[config.mk]
export PLATFORM = sky130hd
export DESIGN_NAME = run_length_byte_encoder_core
export DESIGN_NICKNAME = d
export VERILOG_FILES = /design/src/hdl/rlbe_pkg.sv /design/src/hdl/run_length_byte_encoder_core.sv /design/src/hdl/rlbe_lit_fifo.sv /design/src/hdl/rlbe_cmd_fifo.sv /design/src/hdl/rlbe_front.sv /design/src/hdl/rlbe_back.sv
export SDC_FILE = /design/constraint.sdc
export NUM_CORES = 1
export LEC_CHECK = 0
export ABC_AREA = 1
export BUFFER_PORTS_ARGS = -buffer_cell sky130_fd_sc_hd__buf_2
export CAP_MARGIN = 10
export CORE_UTILIZATION = 52
export CTS_CLUSTER_DIAMETER = 120
export CTS_CLUSTER_SIZE = 24
export DETAILED_ROUTE_END_ITERATION = 12
export PLACE_DENSITY = 0.79
export SLEW_MARGIN = 10
export SYNTH_ARGS = -nofsm -noshare
export SYNTH_HDL_FRONTEND = slang
export SYNTH_SLANG_ARGS = --single-unit
[constraint.sdc]
create_clock -name aclk -period 4.5 [get_ports aclk]
set_input_delay 0.675 -clock aclk [delete_from_list [all_inputs] [get_ports aclk]]
set_output_delay 0.675 -clock aclk [all_outputs]
set_load 0.05 [all_outputs]
[src/hdl/rlbe_pkg.sv]
`timescale 1ns / 1ps
// Shared types and constants for the run-length byte encoder.
// Used by the front end, the command queue, the back end and the top level.
package rlbe_pkg;

    localparam int BYTE_W      = 8;
    // Header counts reach at most 128, so eight bits cover every packet length.
    localparam int CNT_W       = 8;
    // Largest literal packet that the literal store can hold.
    localparam int LIT_DEPTH   = 32;
    localparam int LIT_CNT_W   = 6;
    // Literal byte queue: room for one open literal and one that is draining.
    localparam int LITQ_DEPTH  = 64;
    localparam int LITQ_AW     = 6;
    localparam int LITQ_CNT_W  = 7;
    // Command queue between the front and back ends.
    localparam int CMDQ_DEPTH  = 4;
    localparam int CMDQ_AW     = 2;
    localparam int CMDQ_CNT_W  = 3;

    localparam logic [BYTE_W-1:0] LIT_FLAG = 8'h80;

    typedef enum logic {
        CMD_LIT,
        CMD_RUN
    } cmd_kind_t;

    // One packet to be written out by the back end.
    typedef struct packed {
        cmd_kind_t         kind;
        logic [CNT_W-1:0]  count;
        logic [BYTE_W-1:0] data;
        logic              done;
    } cmd_t;

endpackage

[src/hdl/run_length_byte_encoder_core.sv]
`timescale 1ns / 1ps
// Run-length byte encoder top level: front end, command and literal queues, back end.
// A packet's header passes the command queue, the back end's idle and header states
// and the output register after the transfer that closes it; the last packet of a
// stream also waits for a flush step in the front end. Throughput: one input byte per
// cycle while the queues have room, none during that flush. The back end writes one
// byte per cycle within a packet while the output is taken, and idles between packets.
// Reset: aresetn, synchronous and active low, empties both queues and the held run.
module run_length_byte_encoder_core #(
    parameter int MAX_PACKET = 32
) (
    input  logic                        aclk,
    input  logic                        aresetn,
    input  logic                        s_tvalid,
    output logic                        s_tready,
    input  logic [rlbe_pkg::BYTE_W-1:0] s_tdata,   // data_byte [7:0]
    input  logic                        s_tlast,   // stream_end
    output logic                        m_tvalid,
    input  logic                        m_tready,
    output logic [rlbe_pkg::BYTE_W-1:0] m_tdata,   // out_byte [7:0]
    output logic                        m_tlast,   // packet_end
    output logic [0:0]                  m_tuser    // stream_done [0]
);
    import rlbe_pkg::*;

    logic              lit_push;
    logic [BYTE_W-1:0] lit_data;
    logic              litq_full;
    logic              litq_pop;
    logic [BYTE_W-1:0] litq_rd_data;
    logic              cmd_push;
    cmd_t              cmd;
    logic              cmdq_full;
    logic              cmdq_pop;
    cmd_t              cmdq_head;
    logic              cmdq_valid;
    logic              done_bit;

    // Classifies input bytes into runs and literals.
    rlbe_front #(
        .MAX_PACKET (MAX_PACKET)
    ) u_front (
        .aclk      (aclk),
        .aresetn   (aresetn),
        .s_tvalid  (s_tvalid),
        .s_tready  (s_tready),
        .s_tdata   (s_tdata),
        .s_tlast   (s_tlast),
        .litq_full (litq_full),
        .lit_push  (lit_push),
        .lit_data  (lit_data),
        .cmdq_full (cmdq_full),
        .cmd_push  (cmd_push),
        .cmd       (cmd)
    );

    // Literal bytes waiting to be written out.
    rlbe_lit_fifo u_lit_fifo (
        .aclk      (aclk),
        .aresetn   (aresetn),
        .push      (lit_push),
        .push_data (lit_data),
        .pop       (litq_pop),
        .rd_data   (litq_rd_data),
        .full      (litq_full)
    );

    // Packet commands between the two halves.
    rlbe_cmd_fifo u_cmd_fifo (
        .aclk      (aclk),
        .aresetn   (aresetn),
        .push      (cmd_push),
        .push_cmd  (cmd),
        .pop       (cmdq_pop),
        .head      (cmdq_head),
        .not_empty (cmdq_valid),
        .full      (cmdq_full)
    );

    // Writes packets out one transfer at a time.
    rlbe_back u_back (
        .aclk         (aclk),
        .aresetn      (aresetn),
        .cmdq_valid   (cmdq_valid),
        .cmdq_head    (cmdq_head),
        .cmdq_pop     (cmdq_pop),
        .litq_pop     (litq_pop),
        .litq_rd_data (litq_rd_data),
        .m_tvalid     (m_tvalid),
        .m_tready     (m_tready),
        .m_tdata      (m_tdata),
        .m_tlast      (m_tlast),
        .m_tuser      (done_bit)
    );

    assign m_tuser = done_bit;

endmodule

[src/hdl/rlbe_lit_fifo.sv]
`timescale 1ns / 1ps
// Literal byte queue: a simple dual-port memory with a registered read.
// Depends on rlbe_pkg for its depth and widths.
module rlbe_lit_fifo (
    input  logic                      aclk,
    input  logic                      aresetn,
    input  logic                      push,
    input  logic [rlbe_pkg::BYTE_W-1:0] push_data,
    input  logic                      pop,
    output logic [rlbe_pkg::BYTE_W-1:0] rd_data,
    output logic                      full
);
    import rlbe_pkg::*;

    logic [BYTE_W-1:0]     mem [LITQ_DEPTH];
    logic [BYTE_W-1:0]     rd_data_reg;
    logic [LITQ_AW-1:0]    wr_ptr_reg, wr_ptr_next;
    logic [LITQ_AW-1:0]    rd_ptr_reg, rd_ptr_next;
    logic [LITQ_CNT_W-1:0] fill_reg, fill_next;

    // Pointer and fill bookkeeping.
    always_comb begin
        wr_ptr_next = push ? wr_ptr_reg + 1'b1 : wr_ptr_reg;
        rd_ptr_next = pop ? rd_ptr_reg + 1'b1 : rd_ptr_reg;
        fill_next   = fill_reg;
        if (push && !pop) begin
            fill_next = fill_reg + 1'b1;
        end else if (!push && pop) begin
            fill_next = fill_reg - 1'b1;
        end
    end

    always_ff @(posedge aclk) begin
        if (!aresetn) begin
            wr_ptr_reg <= '0;
            rd_ptr_reg <= '0;
            fill_reg   <= '0;
        end else begin
            wr_ptr_reg <= wr_ptr_next;
            rd_ptr_reg <= rd_ptr_next;
            fill_reg   <= fill_next;
        end
    end

    // Storage: one write and one registered read per cycle, no reset.
    always_ff @(posedge aclk) begin
        if (push) begin
            mem[wr_ptr_reg] <= push_data;
        end
        if (pop) begin
            rd_data_reg <= mem[rd_ptr_reg];
        end
    end

    assign rd_data = rd_data_reg;
    assign full    = (fill_reg == LITQ_CNT_W'(LITQ_DEPTH));

endmodule

[src/hdl/rlbe_cmd_fifo.sv]
`timescale 1ns / 1ps
// Short packet command queue between the front and back ends.
// Depends on rlbe_pkg for the command type and queue depth.
module rlbe_cmd_fifo (
    input  logic           aclk,
    input  logic           aresetn,
    input  logic           push,
    input  rlbe_pkg::cmd_t push_cmd,
    input  logic           pop,
    output rlbe_pkg::cmd_t head,
    output logic           not_empty,
    output logic           full
);
    import rlbe_pkg::*;

    cmd_t                  entry_reg [CMDQ_DEPTH];
    logic [CMDQ_AW-1:0]    wr_ptr_reg, wr_ptr_next;
    logic [CMDQ_AW-1:0]    rd_ptr_reg, rd_ptr_next;
    logic [CMDQ_CNT_W-1:0] fill_reg, fill_next;

    // Pointer and fill bookkeeping.
    always_comb begin
        wr_ptr_next = push ? wr_ptr_reg + 1'b1 : wr_ptr_reg;
        rd_ptr_next = pop ? rd_ptr_reg + 1'b1 : rd_ptr_reg;
        fill_next   = fill_reg;
        if (push && !pop) begin
            fill_next = fill_reg + 1'b1;
        end else if (!push && pop) begin
            fill_next = fill_reg - 1'b1;
        end
    end

    always_ff @(posedge aclk) begin
        if (!aresetn) begin
            wr_ptr_reg <= '0;
            rd_ptr_reg <= '0;
            fill_reg   <= '0;
        end else begin
            wr_ptr_reg <= wr_ptr_next;
            rd_ptr_reg <= rd_ptr_next;
            fill_reg   <= fill_next;
        end
    end

    // Entries carry payload only and need no reset.
    always_ff @(posedge aclk) begin
        if (push) begin
            entry_reg[wr_ptr_reg] <= push_cmd;
        end
    end

    assign head      = entry_reg[rd_ptr_reg];
    assign not_empty = (fill_reg != '0);
    assign full      = (fill_reg == CMDQ_CNT_W'(CMDQ_DEPTH));

endmodule

[src/hdl/rlbe_front.sv]
`timescale 1ns / 1ps
// Front end: accepts input bytes, tracks the current run and open literal,
// and issues packet commands and literal bytes. Depends on rlbe_pkg.
module rlbe_front #(
    parameter int MAX_PACKET = 32
) (
    input  logic                        aclk,
    input  logic                        aresetn,
    input  logic                        s_tvalid,
    output logic                        s_tready,
    input  logic [rlbe_pkg::BYTE_W-1:0] s_tdata,
    input  logic                        s_tlast,
    input  logic                        litq_full,
    output logic                        lit_push,
    output logic [rlbe_pkg::BYTE_W-1:0] lit_data,
    input  logic                        cmdq_full,
    output logic                        cmd_push,
    output rlbe_pkg::cmd_t              cmd
);
    import rlbe_pkg::*;

    // A literal closes at the packet limit or when the store is full.
    localparam int LIT_LIMIT = (MAX_PACKET < LIT_DEPTH) ? MAX_PACKET : LIT_DEPTH;
    localparam logic [LIT_CNT_W-1:0] LIT_LIMIT_C = LIT_CNT_W'(LIT_LIMIT);
    localparam logic [CNT_W-1:0]     MAX_C       = CNT_W'(MAX_PACKET);

    typedef enum logic {
        ST_STEP,
        ST_FINISH
    } state_t;

    state_t                 state_reg, state_next;
    logic                   pend_reg, pend_next;
    logic [BYTE_W-1:0]      run_byte_reg, run_byte_next;
    logic [CNT_W-1:0]       run_cnt_reg, run_cnt_next;
    logic [LIT_CNT_W-1:0]   lit_cnt_reg, lit_cnt_next;
    logic [LIT_CNT_W-1:0]   lit_inc;
    logic                   room;
    logic                   accept;

    assign room     = !litq_full && !cmdq_full;
    assign s_tready = (state_reg == ST_STEP) && room;
    assign accept   = s_tvalid && s_tready;
    assign lit_inc  = lit_cnt_reg + 1'b1;
    assign lit_data = run_byte_reg;

    // Per-byte step, and a flush step at the end of a stream.
    always_comb begin
        state_next    = state_reg;
        pend_next     = pend_reg;
        run_byte_next = run_byte_reg;
        run_cnt_next  = run_cnt_reg;
        lit_cnt_next  = lit_cnt_reg;
        lit_push      = 1'b0;
        cmd_push      = 1'b0;
        cmd.kind      = CMD_LIT;
        cmd.count     = CNT_W'(lit_cnt_reg);
        cmd.data      = run_byte_reg;
        cmd.done      = 1'b0;

        if (accept) begin
            if (!pend_reg) begin
                run_byte_next = s_tdata;
                run_cnt_next  = CNT_W'(1);
                pend_next     = 1'b1;
            end else if (s_tdata == run_byte_reg) begin
                if (run_cnt_reg == CNT_W'(1)) begin
                    // A pair starts: close any open literal before it.
                    cmd_push     = (lit_cnt_reg != '0);
                    lit_cnt_next = '0;
                    run_cnt_next = CNT_W'(2);
                end else if (run_cnt_reg < MAX_C) begin
                    run_cnt_next = run_cnt_reg + 1'b1;
                end else begin
                    // Run at its maximum: emit it, this byte opens a new run.
                    cmd_push     = 1'b1;
                    cmd.kind     = CMD_RUN;
                    cmd.count    = run_cnt_reg;
                    run_cnt_next = CNT_W'(1);
                end
            end else begin
                if (run_cnt_reg >= CNT_W'(2)) begin
                    cmd_push  = 1'b1;
                    cmd.kind  = CMD_RUN;
                    cmd.count = run_cnt_reg;
                end else begin
                    // Lone byte joins the literal; a full literal goes out at once.
                    lit_push     = 1'b1;
                    lit_cnt_next = lit_inc;
                    if (lit_inc >= LIT_LIMIT_C) begin
                        cmd_push     = 1'b1;
                        cmd.count    = CNT_W'(lit_inc);
                        lit_cnt_next = '0;
                    end
                end
                run_byte_next = s_tdata;
                run_cnt_next  = CNT_W'(1);
            end
            if (s_tlast) begin
                state_next = ST_FINISH;
            end
        end else if (state_reg == ST_FINISH && room) begin
            // While a run of two or more is held the literal is always empty.
            cmd_push = 1'b1;
            cmd.done = 1'b1;
            if (run_cnt_reg >= CNT_W'(2)) begin
                cmd.kind  = CMD_RUN;
                cmd.count = run_cnt_reg;
            end else begin
                lit_push  = 1'b1;
                cmd.count = CNT_W'(lit_inc);
            end
            pend_next     = 1'b0;
            run_byte_next = '0;
            run_cnt_next  = '0;
            lit_cnt_next  = '0;
            state_next    = ST_STEP;
        end
    end

    always_ff @(posedge aclk) begin
        if (!aresetn) begin
            state_reg    <= ST_STEP;
            pend_reg     <= 1'b0;
            run_byte_reg <= '0;
            run_cnt_reg  <= '0;
            lit_cnt_reg  <= '0;
        end else begin
            state_reg    <= state_next;
            pend_reg     <= pend_next;
            run_byte_reg <= run_byte_next;
            run_cnt_reg  <= run_cnt_next;
            lit_cnt_reg  <= lit_cnt_next;
        end
    end

endmodule

[src/hdl/rlbe_back.sv]
`timescale 1ns / 1ps
// Back end: takes packet commands and writes header and data bytes into
// the output register. Depends on rlbe_pkg for the command type.
module rlbe_back (
    input  logic                        aclk,
    input  logic                        aresetn,
    input  logic                        cmdq_valid,
    input  rlbe_pkg::cmd_t              cmdq_head,
    output logic                        cmdq_pop,
    output logic                        litq_pop,
    input  logic [rlbe_pkg::BYTE_W-1:0] litq_rd_data,
    output logic                        m_tvalid,
    input  logic                        m_tready,
    output logic [rlbe_pkg::BYTE_W-1:0] m_tdata,
    output logic                        m_tlast,
    output logic                        m_tuser
);
    import rlbe_pkg::*;

    typedef enum logic [1:0] {
        ST_IDLE,
        ST_HDR,
        ST_RUN,
        ST_LIT
    } state_t;

    state_t                 state_reg, state_next;
    cmd_t                   cmd_reg, cmd_next;
    logic [LIT_CNT_W-1:0]   rem_reg, rem_next;
    logic                   valid_reg, valid_next;
    logic [BYTE_W-1:0]      data_reg, data_next;
    logic                   last_reg, last_next;
    logic                   user_reg, user_next;
    logic                   free;
    logic [BYTE_W-1:0]      hdr;

    assign free = !valid_reg || m_tready;
    assign hdr  = (cmd_reg.kind == CMD_LIT) ? ((cmd_reg.count - 1'b1) | LIT_FLAG)
                                            : (cmd_reg.count - 1'b1);

    // Packet sequencer; rem counts literal bytes still to be read.
    always_comb begin
        state_next = state_reg;
        cmd_next   = cmd_reg;
        rem_next   = rem_reg;
        valid_next = valid_reg;
        data_next  = data_reg;
        last_next  = last_reg;
        user_next  = user_reg;
        cmdq_pop   = 1'b0;
        litq_pop   = 1'b0;

        if (valid_reg && m_tready) begin
            valid_next = 1'b0;
        end

        case (state_reg)
            ST_IDLE: begin
                if (cmdq_valid) begin
                    cmdq_pop   = 1'b1;
                    cmd_next   = cmdq_head;
                    state_next = ST_HDR;
                end
            end
            ST_HDR: begin
                if (free) begin
                    valid_next = 1'b1;
                    data_next  = hdr;
                    last_next  = 1'b0;
                    user_next  = 1'b0;
                    if (cmd_reg.kind == CMD_RUN) begin
                        state_next = ST_RUN;
                    end else begin
                        // Fetch the first literal byte alongside the header.
                        litq_pop   = 1'b1;
                        rem_next   = LIT_CNT_W'(cmd_reg.count - 1'b1);
                        state_next = ST_LIT;
                    end
                end
            end
            ST_RUN: begin
                if (free) begin
                    valid_next = 1'b1;
                    data_next  = cmd_reg.data;
                    last_next  = 1'b1;
                    user_next  = cmd_reg.done;
                    state_next = ST_IDLE;
                end
            end
            ST_LIT: begin
                if (free) begin
                    valid_next = 1'b1;
                    data_next  = litq_rd_data;
                    last_next  = (rem_reg == '0);
                    user_next  = (rem_reg == '0) && cmd_reg.done;
                    if (rem_reg != '0) begin
                        litq_pop = 1'b1;
                        rem_next = rem_reg - 1'b1;
                    end else begin
                        state_next = ST_IDLE;
                    end
                end
            end
            default: begin
                state_next = ST_IDLE;
            end
        endcase
    end

    always_ff @(posedge aclk) begin
        if (!aresetn) begin
            state_reg <= ST_IDLE;
            valid_reg <= 1'b0;
        end else begin
            state_reg <= state_next;
            valid_reg <= valid_next;
        end
        cmd_reg  <= cmd_next;
        rem_reg  <= rem_next;
        data_reg <= data_next;
        last_reg <= last_next;
        user_reg <= user_next;
    end

    assign m_tvalid = valid_reg;
    assign m_tdata  = data_reg;
    assign m_tlast  = last_reg;
    assign m_tuser  = user_reg;

endmodule
# Word level (Yosys, flattened, before mapping)
# Memory sizes are Yosys's and may differ from the RTL's. A register that Yosys moved wholly into a read port is not among the register bits.
# Cells that the tools add are included.
# totals
n_memories	2
reg_bits	69
inputBits	13
ramBits	584
output_inout_bits	12
wordCells	176
# memory_table
memory	words	word_bits	rd	rd_clocked_by_memory_dff	write_ports	line	text
u_lit_fifo.mem	64	8	1	1	1	rlbe_lit_fifo.sv:15	logic [BYTE_W-1:0] mem [LITQ_DEPTH];
u_cmd_fifo.entry_reg	4	18	1	1	1	rlbe_cmd_fifo.sv:16	cmd_t entry_reg [CMDQ_DEPTH];
# op_classes
n_bitwise	1
n_reduce_logical	36
magnitude_cmp	3
n_mux	86
add_sub_neg	12
eq_ne	19
# ops
op	n
$mux 8	15
$mux 6	12
$mux 9	6
$mux 1	38
$pmux 8 s3	1
$add 6x1->6 const B	3
$mux 7	2
$pmux 6 s2	1
$reduce_bool 6->1	2
$logic_and 1x1->1	10
$mux 2	5
$ne 2x1->1 const B	5
$reduce_and 5->1	2
$ne 3x3->1 const B	3
$add 8x1->8 const B	1
$eq 8x1->1 const B	1
$eq 8x8->1	1
$ge 8x2->1 const B	1
$lt 8x6->1 const B	1
$ne 2x2->1 const B	4
$pmux 2 s4	1
$reduce_and 4->1	2
$reduce_bool 2->1	4
$sub 8x1->8 const B	1
other kinds (22)	35

# Longest topological paths before layout
# Gate-level depths: netlist (run 1).
# depth
depth_word	11
mapped_depth	24
mapped_depth_nobuf	23

# Cells and area by module
# Synthesis (run 1) repeated with hierarchy kept, for this count alone.
# unflattened
hier_cells	2862
area_unflattened_um2	29748.5
# by_module_without_submodules
module	seq_area_each_um2	cells_per_inst	area_per_inst_um2	instances
rlbe_lit_fifo	15995.3	2146	22880.7	1
rlbe_cmd_fifo	2342.2	233	3153.0	1
rlbe_front	480.5	329	2024.4	1
rlbe_back	1081.0	154	1690.4	1

# Worst setup path before layout (run 1)
# Ideal clock, no wire load.
# synth_timing
path_kind	reg-to-reg
startpoint	register u_front.run_byte_reg[2], in the netlist u_front.lit_data[2]
endpoint	register u_lit_fifo.fill_reg[5]
setup_time_ps	115
stages_incl_launch_ff	25
n_path_buf	1
required_time_ps	4385
path_slack_ps	933
period_less_slack_ps	3567
t_arrival_ps	3451
cell_sequence	dfxtp_1 -> inv_1 -> nand2_1 -> nand2_1 -> inv_1 -> nand2_1 -> nor2_1 -> nand2_2 -> nand2_2 -> inv_2 -> nand2_4 -> nand2_4 -> buf_6 -> ha_1 -> inv_1 -> ha_1 -> nand3_1 -> nand3_1 -> nand2_1 -> nand2_1 -> a21o_1 -> nand2_1 -> nand2_1 -> o21ai_0 -> inv_1
# synth_via
elab_chain_len	7
word_cells_on_any_way	9
cone_classes	eq/ne: 1; mux: 4; reduce/logical: 4
# synth_rtl
element	line	text
start, declared	rlbe_front.sv:34	logic [BYTE_W-1:0] run_byte_reg, run_byte_next;
start signal, assigned	rlbe_front.sv:131	run_byte_reg <= run_byte_next;
$eq 8x8->1 *	rlbe_front.sv:66	end else if (s_tdata == run_byte_reg) begin
$mux 1 *	rlbe_front.sv:66	
$mux 1 *	rlbe_front.sv:62	if (!pend_reg) begin
$mux 1 *	rlbe_front.sv:61	if (accept) begin
net lit_push	run_length_byte_encoder_core.sv:26	logic lit_push;
$logic_not 1->1	rlbe_lit_fifo.sv:28	end else if (!push && pop) begin
$logic_and 1x1->1	rlbe_lit_fifo.sv:28	
$reduce_bool 2->1 (no line)	n/a	
end signal, assigned	rlbe_lit_fifo.sv:41	fill_reg <= fill_next;
end, declared	rlbe_lit_fifo.sv:19	logic [LITQ_CNT_W-1:0] fill_reg, fill_next;
# Mark *: on every way through the listed nets, which the timed path passes. The rest lies on a longest branch.
# A chain may end at the register's enable or synchronous reset.

# Final worst setup path (run 1)
# layout_timing
startpoint	register u_front.run_cnt_reg[0]
endpoint	register u_lit_fifo.fill_reg[5]
# layout_via
elab_chain_len	8
word_cells_on_any_way	11
cone_classes	order compare: 1; mux: 6; reduce/logical: 4
# layout_rtl
element	line	text
start, declared	rlbe_front.sv:35	logic [CNT_W-1:0] run_cnt_reg, run_cnt_next;
start signal, assigned	rlbe_front.sv:132	run_cnt_reg <= run_cnt_next;
$ge 8x2->1 *	rlbe_front.sv:82, rlbe_front.sv:106	
$mux 1 *	rlbe_front.sv:82, rlbe_front.sv:106	
$mux 1	rlbe_front.sv:66	
$mux 1	rlbe_front.sv:62	
$mux 1 *	rlbe_front.sv:61	
$logic_not 1->1	rlbe_lit_fifo.sv:28	
$logic_and 1x1->1	rlbe_lit_fifo.sv:28	
$reduce_bool 2->1 (no line)	n/a	
# Mark *: on every way between the ends. The rest lies on a longest branch, timed or not.

==> results of run 1 <==
==> cells by family after synthesis <==
group / Yosys count
buf+inv: 280
xor+xnor: 24
simple gates: 997
fa+ha+maj: 23
compound gates: 532
mux: 1
flops: 679
==> cell type report <==
| cell class | count | area (sq um) |
|---|---|---|
| Clock buffer | 51 | 936 |
| Clock inverter | 3 | 28.8 |
| Fill cell | 4325 | 23800 |
| Inverter | 146 | 553 |
| Multi-Input combinational cell | 1577 | 7590 |
| Sequential cell | 679 | 19900 |
| Tap cell | 696 | 871 |
| Timing Repair Buffer | 56 | 398 |
==> layout by cell type (no fill, tap or decap), types with 3 or more instances in the layout <==
master     instances
nor2_1           458
nand3_2            3
clkinv_1           6
a31oi_1            4
dfxtp_2            8
edfxtp_1         626
nand2_1          343
nor3_1            15
nand3_1          124
nor2_2            10
nand2_2            8
clkbuf_1          16
o211ai_1          55
o21ai_1            6
nand4_1           17
nand2_4            3
buf_4             29
buf_12             3
inv_1            129
ha_1              21
nand3b_1           6
o21ai_0          325
xnor2_1            6
clkbuf_16         35
inv_6              3
dfxtp_1           43
a21oi_1           63
o221ai_1          13
o22ai_1           58
buf_2             24
a22oi_1            4
inv_2             10
xor2_1            18
==> critical path, stage by stage (launching register included) <==
cell     delay [ns]
dfxtp_1        0.43
inv_1          0.10
ha_1           0.20
nor2_1         0.09
nand2_1        0.07
nor2_2         0.42
inv_2          0.15
nor2_2         0.19
inv_2          0.10
nand2_4        0.20
ha_1           0.25
inv_1          0.16
ha_1           0.39
nand3_1        0.12
nand3_1        0.10
nand2_1        0.07
nand2_1        0.05
a21o_1         0.16
nand2_1        0.05
nand2_1        0.04
o21ai_0        0.15
inv_1          0.05
==> how the worst min path moves through the flow <==
| stage | slack (ns) | to | cells after the start | from |
|---|---|---|---|---|
| 2_1_floorplan | 0.45 | u_front.run_cnt_reg[6] | 2 | u_front.run_cnt_reg[6] |
| 3_3_place_gp | 0.46 | u_front.run_cnt_reg[7] | 2 | u_front.run_cnt_reg[7] |
| 3_5_place_dp | 0.47 | u_front.run_cnt_reg[6] | 2 | u_front.run_cnt_reg[6] |
| 4_1_cts | 0.33 | u_front.lit_data[2] | 3 | s_tdata[2] |
| 5_1_grt | 0.33 | u_front.lit_data[2] | 3 | s_tdata[2] |
| 6_report | 0.35 | u_front.lit_data[2] | 3 | s_tdata[2] |
==> metal layers <==
metal	wire [um]	share of wire, %	vias to the layer above
met3	6370	9.6	138
met4	2250	3.4	0
li1	-	-	8834
met5	0	0	-
met2	31400	47	978
met1	26400	40	9201
==> power by group <==
part	internal (mW)	leakage, nW	total [mW]	switching (mW)
Clock	1.47	0.465	3.37	1.90
Sequential	7.64	6.20	7.90	0.265
Combinational	1.17	3.76	4.41	3.23
==> per-stage QoR <==
stage               setup slack [ns]  hold slack [ns]  cells  util (%)
floorplan                      0.933            0.446   2536         -
global placement                1.01            0.458   3154      54.2
detailed placement             0.864            0.467   3154      54.2
CTS                            0.851            0.325   3208      56.0
global route                   0.359            0.335   3208      56.0
finish                         0.826            0.345   3208      56.0
==> impl_metrics.toml, run 1 <==
[cells_and_area]
fin_area_sq_um = 30300
drive_gt1_share_pct = 5.77
fin_nets = 2530
diodes = 0
area_delta_synth_final_pct = 5.81
largest_reg_flops = 512

[timing]
period_share_pct = 81.7
finalHoldViolations = 0
fin_setup_tns_ns = 0
rsz0062_at_grt = "no"
relSlewSlack_pct = 33.4
period_needed_ns = 3.67
final-max-slew-violation-count = 0
tightest_slew_ns = 0.995
setup_viol = 0
skew_ns = 0.0270
fmax_ghz = 0.272

[setup_path]
crit_path_max_fanout = 15
cp-startpoint = "u_front.run_cnt_reg[0]"
r2r-start = "u_front.run_cnt_reg[0]"
crit_end = "u_lit_fifo.fill_reg[5]"
reg2reg_to = "u_lit_fifo.fill_reg[5]"
r2r_slack_ns = 0.83
crit_path_start_kind = "flip-flop"
arrival_ns = 4.14
setup.worst_path.class = "flip-flop to flip-flop"
rr_worst_depth = 21
crit_required_ns = 4.96
crit_path_end_kind = "flip-flop"

[placement]
portBuffers = 24
gp_congestion = 0.894
dpl_cell_area_sq_um = 29300
dp_hpwl_mm = 39.9

[clock_network]
cts_sinks = 679
cts.htree.levels = 2
clk_pin_slew_ns = 0.10
ctsResizeCount = 0
cts_buffers = 34
cts_hold_buf = 0
root_buffer = "clkbuf_16"
clkLatencyLatePin_ns = 0.59
cts_tree = "done"
cts_setup_buffers = 0
clock_path_buffers = 3

[routing]
vias = 19200
wl_per_cell_um = 20.7
via_per_inst = 5.97
drc = 0
first_pass_iters = 6
drt_wl_total_mm = 66.5
ant_nets = 0
drt_iter0_drc = 2397

[global_route]
grt_antenna_before_repair = 0
grt_pass1_wl_mm = 103
first_global_vias = 18300
busiest_layer = "met2"
grtUsageTotal_pct = 23.6
grt-ovfl-total = 0
grt_max_degree = 140
use_met1_pct = 32.4
use_met2_pct = 37.9
grtUsageMet3_pct = 4.24

[synthesis]
synth-main-ff-cell = "edfxtp_1"
ys_async_sr_fraction_pct = 0
yosysTopAreaCell = "edfxtp_1"
synth_top_family_by_area = "simple AND/OR/NAND/NOR gates"
ys_seq_area_share_pct = 69.5
synth-xor-area-share_pct = 0.735
synthDistinctLibCells = 45
yosys.area_share.simple_pct = 14.4
avgSynthCellArea_sq_um = 11.3
ys_seq_elements = 679
yosys-top-cells-area = "edfxtp_1, nor2_1, o21ai_0, nand2_1, dfxtp_1"
synth_area_sq_um = 28600
synth-edff-count = 626
synthAdderAreaFrac_pct = 1.06
muxShareOfSynthArea_pct = 0.0350
synth_top_cells_by_count = "edfxtp_1, nor2_1, nand2_1, o21ai_0, inv_1"
synth_top_cell_area_share_pct = 65.7
synth_compound_area_share_pct = 10.3
synth_nets = 2572
synthCells = 2536
yosysMostFrequentCell = "edfxtp_1"
yosys_warnings = 0

[hold_path]
hold_path_class = "input pin to flip-flop"

[floorplanning]
core.rowCount = 85
core-area_sq_um = 54000
io_pins = 25
chipWidth_um = 236
fp.dieArea_sq_um = 55900
chipHeight_um = 236
initial_core_util_pct = 52.9

[pwr]
power_mw = 15.7
peakVddDrop_mv = 0.383
power_density_nw_per_um2 = 518
p_leak_nw = 10.4

[status]
status = "finished clean"

[run]
cap_violations = 0
(Power assumes the default switching activity.)
==> run 2, diff against run 1 <==
- ABC_AREA: 1 -> 0
- clock period: 4.5 -> 3.8 ns (I/O delays scaled with it)
==> run 2 against run 1 <==
Compared with the run above: die area shrank 4.3%; count of clock-buffer cells in the layout grew 4; synthesized cell count shrank 44%; global-route usage shrank 2.3 points; critical endpoint is now u_lit_fifo.fill_reg[6]; area after synthesis shrank 4.4%.
==> impl_metrics.toml, run 2 <==
[clock_network]
cts_sinks = 679
cts.htree.levels = 2
ctsResizeCount = 0
cts_tree = "done"
cts_setup_buffers = 0
clkLatencyLatePin_ns = 0.58
clock_path_buffers = 3
root_buffer = "clkbuf_16"
cts_buffers = 34
cts_hold_buf = 0
clk_pin_slew_ns = 0.10

[cells_and_area]
area_delta_synth_final_pct = 9.12
largest_reg_flops = 512
most-common-layout-cells = "edfxtp_1, mux4_2, nor2_1, buf_4, dfxtp_1"
fillers = 3631
drive_gt1_share_pct = 25.4
diodes = 0
final_common_cell = "edfxtp_1"
fin_nets = 1542

[routing]
first_pass_iters = 6
via_per_inst = 6.10
wl_per_cell_um = 25.1
drc = 0
vias = 13500
ant_nets = 0
drt_wl_total_mm = 55.3
drt_iter0_drc = 1490

[synthesis]
ys_seq_area_share_pct = 72.6
yosys.area_share.simple_pct = 4.73
muxShareOfSynthArea_pct = 16.1
synthDistinctLibCells = 75
synthAdderAreaFrac_pct = 1.11
ys_async_sr_fraction_pct = 0
synth-main-ff-cell = "edfxtp_1"
avgSynthCellArea_sq_um = 19.2
synth_top_cells_by_count = "edfxtp_1, mux4_2, nor2_1, dfxtp_1"
synth_nets = 1458
synth_compound_area_share_pct = 2.63
synth_top_family_by_area = "multiplexers"
synth-xor-area-share_pct = 1.31
yosys-top-cells-area = "edfxtp_1, mux4_2, dfxtp_1, nor2_1, mux2i_1"
yosysTopAreaCell = "edfxtp_1"
synth_area_sq_um = 27300
synth_top_cell_area_share_pct = 68.7
synthCells = 1422
ys_seq_elements = 679
yosys_warnings = 0
synth-edff-count = 626
yosysMostFrequentCell = "edfxtp_1"

[global_route]
grt_max_degree = 70
grt_antenna_before_repair = 0
first_global_vias = 13700
use_met2_pct = 35.8
grt-ovfl-total = 0
use_met1_pct = 29.6
grtUsageMet3_pct = 3.31
grtUsageTotal_pct = 21.4
busiest_layer = "met2"
grt_pass1_wl_mm = 84.4

[setup_path]
crit_path_end_kind = "flip-flop"
rr_worst_depth = 15
crit_path_start_kind = "flip-flop"
cpPeakStageDelay_ns = 0.51
path_cells = "inv_1, ha_1, or3b_4, or4b_4, and4b_2, inv_1, ha_1, inv_2, fa_2, a21oi_2, o21bai_2, a211o_1, o211ai_1, xnor2_1, nor2_1"
crit_path_max_fanout = 7
crit_required_ns = 4.25
arrival_ns = 4.03
crit_slowest_cell = "or4b_4"
setup.worst_path.class = "flip-flop to flip-flop"

[timing]
period_needed_ns = 3.58
setup_viol = 0
period_share_pct = 94.2
skew_ns = 0.0347
fmax_ghz = 0.279
final-max-slew-violation-count = 0
fin_setup_tns_ns = 0
timing.hold.ws_ns = 0.254
tightest_slew_ns = 1.07
finalHoldViolations = 0
relSlewSlack_pct = 27.6
rsz0062_at_grt = "no"

[run]
cap_violations = 0

[floorplanning]
initial_core_util_pct = 53.0
core-area_sq_um = 51600
chipHeight_um = 231
core.rowCount = 83
chipWidth_um = 231
fp.dieArea_sq_um = 53500
io_pins = 25

[hold_path]
hold_depth = 3
hold_path_class = "input pin to flip-flop"

[pwr]
p_leak_nw = 9.34
peakVddDrop_mv = 0.342
power_mw = 17.0
power_density_nw_per_um2 = 571

[placement]
portBuffers = 24
gp_congestion = 0.877
dp_hpwl_mm = 33.1

[status]
status = "finished clean"
==> run 2: cell types whose count changed after synthesis, moves of 19 or more <==
cell,previous run,this run
o22ai_1,58,2
mux4_2,0,178
nand2_1,343,37
buf_2,32,13
o211ai_1,55,5
clkbuf_1,83,37
inv_1,130,24
o21ai_0,325,14
mux2i_1,1,28
a21oi_1,63,30
nand3_1,124,12
nor2_1,459,128
==> run 2: layout make-up <==
| cell class | count | area, sq um | share of cell area (%) |
|---|---|---|---|
| Clock buffer | 55 | 993 | 3.33 |
| Clock inverter | 1 | 20.0 | 0.0671 |
| Inverter | 25 | 93.8 | 0.314 |
| Multi-Input combinational cell | 645 | 7090 | 23.8 |
| Sequential cell | 679 | 19900 | 66.6 |
| Tap cell | 680 | 851 | 2.85 |
| Timing Repair Buffer | 121 | 911 | 3.05 |
==> run 2: power breakdown <==
group | total, mW | internal (mW) | switching (mW)
sequential | 9.08 | 8.83 | 0.242
clock | 4.05 | 1.83 | 2.22
combinational | 3.92 | 1.64 | 2.27
total | 17.0 | 12.3 | 4.73
==> run 2: logic make-up (layout without fill, tap and decap cells) <==
| family | Yosys count | after routing |
|---|---|---|
| flip-flops | 679 | 679 |
| AND/OR/NAND/NOR | 261 | 261 |
| multiplexers | 216 | 216 |
| AO/OA/AOI/OAI | 104 | 104 |
| buffers and inverters | 98 | 202 |
| XOR/XNOR | 41 | 41 |
| adder cells (fa/ha/maj) | 23 | 23 |
==> run 2: metrics by stage <==
| stage | cell area [sq um] | worst slack, ns | utilization [%] | instances |
|---|---|---|---|---|
| 3_5_place_dp | 28800 | 0.0437 | 55.8 | 2150 |
| 2_1_floorplan | 27400 | 0.128 | - | 1422 |
| 5_1_grt | 29800 | 0.0307 | 57.8 | 2206 |
| 6_report | 29800 | 0.220 | 57.8 | 2206 |
| 3_3_place_gp | 28800 | 0.124 | 55.8 | 2150 |
| 4_1_cts | 29800 | 0.0440 | 57.8 | 2206 |
==> run 2: metal layers <==
metal	vias up	part of all wire [%]
met4	0	2.0
met2	514	51
met1	7018	40
met3	78	7.0
li1	5851	-
met5	-	0
==> run 2: path summary, 6_finish.rpt <==
check | startpoint | endpoint | slack [ns]
max | u_back.rem_reg[0] | u_lit_fifo.fill_reg[6] | 0.22
min | s_tlast | u_front.state_reg | 0.25
max reg2reg | u_back.rem_reg[0] | u_lit_fifo.fill_reg[6] | 0.22
min reg2reg | u_cmd_fifo.fill_reg[2] | u_cmd_fifo.fill_reg[2] | 0.51
==> run 2: critical path: cells and delay by family (launching register included) <==
family,cells,cell delay (ns)
flip-flops,1,0.43
AND/OR/NAND/NOR,4,1.25
buffers and inverters,3,0.25
XOR/XNOR,1,0.14
adder cells (fa/ha/maj),3,0.73
AO/OA/AOI/OAI,4,0.65
==> run 3, diff against run 2 <==
- HOLD_SLACK_MARGIN: default -> 0.1
- clock period: 3.8 -> 4.2 ns (I/O delays scaled with it)
==> run 3 against run 2 <==
Compared with the run above: clock skew rose by 0.0013 ns; sequential power fell by 9.4%; count of clock-buffer cells in the layout fell by 1; first-iteration DRC count barely moved; maximum frequency fell by 6.5%; cell count fell by 0.27%; highest routed layer unchanged.
==> impl_metrics.toml, run 3 (synthesized netlist as in run 2, its figures left out) <==
[routing]
first_pass_iters = 5
drt_wl_total_mm = 54.4
ant_nets = 0
drc = 0
wl_per_cell_um = 24.7
via_per_inst = 6.06
drt_iter0_drc = 1491
vias = 13300

[pwr]
p_leak_nw = 9.28
peakVddDrop_mv = 0.241
power_mw = 15.4
power_density_nw_per_um2 = 516

[cells_and_area]
fin_area_sq_um = 29700
most-common-layout-cells = "edfxtp_1, mux4_2, nor2_1, buf_4, dfxtp_1"
final_util_pct = 57.6
area_delta_synth_final_pct = 8.72
fillers = 3630
fin_nets = 1536
final_common_cell = "edfxtp_1"
stdcell_count = 2200
multi_input_area_sq_um = 7080
register_area_sq_um = 19900
diodes = 0
drive_gt1_share_pct = 24.6
largest_reg_flops = 512

[floorplanning]
io_pins = 25
initial_core_util_pct = 53.0
chipHeight_um = 231
chipWidth_um = 231
core-area_sq_um = 51600
core.rowCount = 83
fp.dieArea_sq_um = 53500

[timing]
final-max-slew-violation-count = 0
setup_viol = 0
worst_slack_ns = 0.372
skew_ns = 0.0360
timing.hold.ws_ns = 0.312
period_share_pct = 91.1
rsz0062_at_grt = "no"
fin_setup_tns_ns = 0
finalHoldViolations = 0
tightest_slew_ns = 1.01
period_needed_ns = 3.83
relSlewSlack_pct = 32.3
fmax_ghz = 0.261

[clock_network]
clock_path_buffers = 3
ctsResizeCount = 0
clkLatencyLatePin_ns = 0.58
cts_hold_buf = 0
cts.htree.levels = 2
cts_setup_buffers = 0
clk_pin_slew_ns = 0.09
cts_tree = "done"
root_buffer = "clkbuf_16"
cts_sinks = 679
cts_buffers = 34

[placement]
dpl_cell_area_sq_um = 28800
gp_congestion = 0.852
dp_slack_ns = 0.359
dpl.cell_count = 2144
dp_hpwl_mm = 33.4
portBuffers = 24

[setup_path]
crit_required_ns = 4.69
crit_path_end_kind = "flip-flop"
crit_path_max_fanout = 10
arrival_ns = 4.32
crit_path_start_kind = "flip-flop"
setup.worst_path.class = "flip-flop to flip-flop"

[status]
status = "finished clean"

[global_route]
grt-ovfl-total = 0
busiest_layer = "met2"
grt_antenna_before_repair = 0
grt_pass1_wl_mm = 83.6
grt_max_degree = 87
first_global_vias = 13400
use_met1_pct = 29.7
use_met2_pct = 34.0
grtUsageTotal_pct = 21.0
grtUsageMet3_pct = 3.38

[hold_path]
hold_path_class = "input pin to flip-flop"

[run]
cap_violations = 0
==> run 3: worst max-delay path: stages, from the launching register on <==
cell,delay (ns)
dfxtp_1,0.34
or4_1,0.71
o2111ai_4,0.37
a211oi_1,0.09
buf_4,0.17
nor2_2,0.17
inv_2,0.17
ha_1,0.26
inv_1,0.21
ha_1,0.28
a21o_1,0.17
a21oi_1,0.25
o21bai_1,0.10
a21oi_1,0.21
nand4b_1,0.13
o211ai_1,0.12
==> run 3: worst paths after layout <==
path                             to  cells past startpoint  slack [ns]                   start
max          u_lit_fifo.fill_reg[5]                     15        0.37  u_lit_fifo.fill_reg[2]
min               u_front.state_reg                      3        0.31                 s_tlast
max reg2reg  u_lit_fifo.fill_reg[5]                     15        0.37  u_lit_fifo.fill_reg[2]
min reg2reg  u_cmd_fifo.fill_reg[2]                      2        0.51  u_cmd_fifo.fill_reg[2]
==> run 3: area by class of cell <==
type	count	area share (%)
inverter	25	0.316
timing repair buffer	115	2.87
tap	680	2.86
sequential	679	66.9
multi-input combinational	645	23.8
clock inverter	2	0.0968
clock buffer	54	3.19
==> run 3: report_power, final <==
group | total (mW) | internal (mW) | switching [mW] | leakage (nW)
Combinational | 3.52 | 1.48 | 2.04 | 2.63
Sequential | 8.23 | 7.99 | 0.239 | 6.19
Clock | 3.60 | 1.58 | 2.02 | 0.468
Total | 15.4 | 11.1 | 4.30 | 9.28
==> run 3: per-layer routing <==
metal	vias up	part of all wire, %
met5	-	0
met1	6915	41
li1	5849	-
met2	490	50
met3	79	7.2
met4	0	2.5
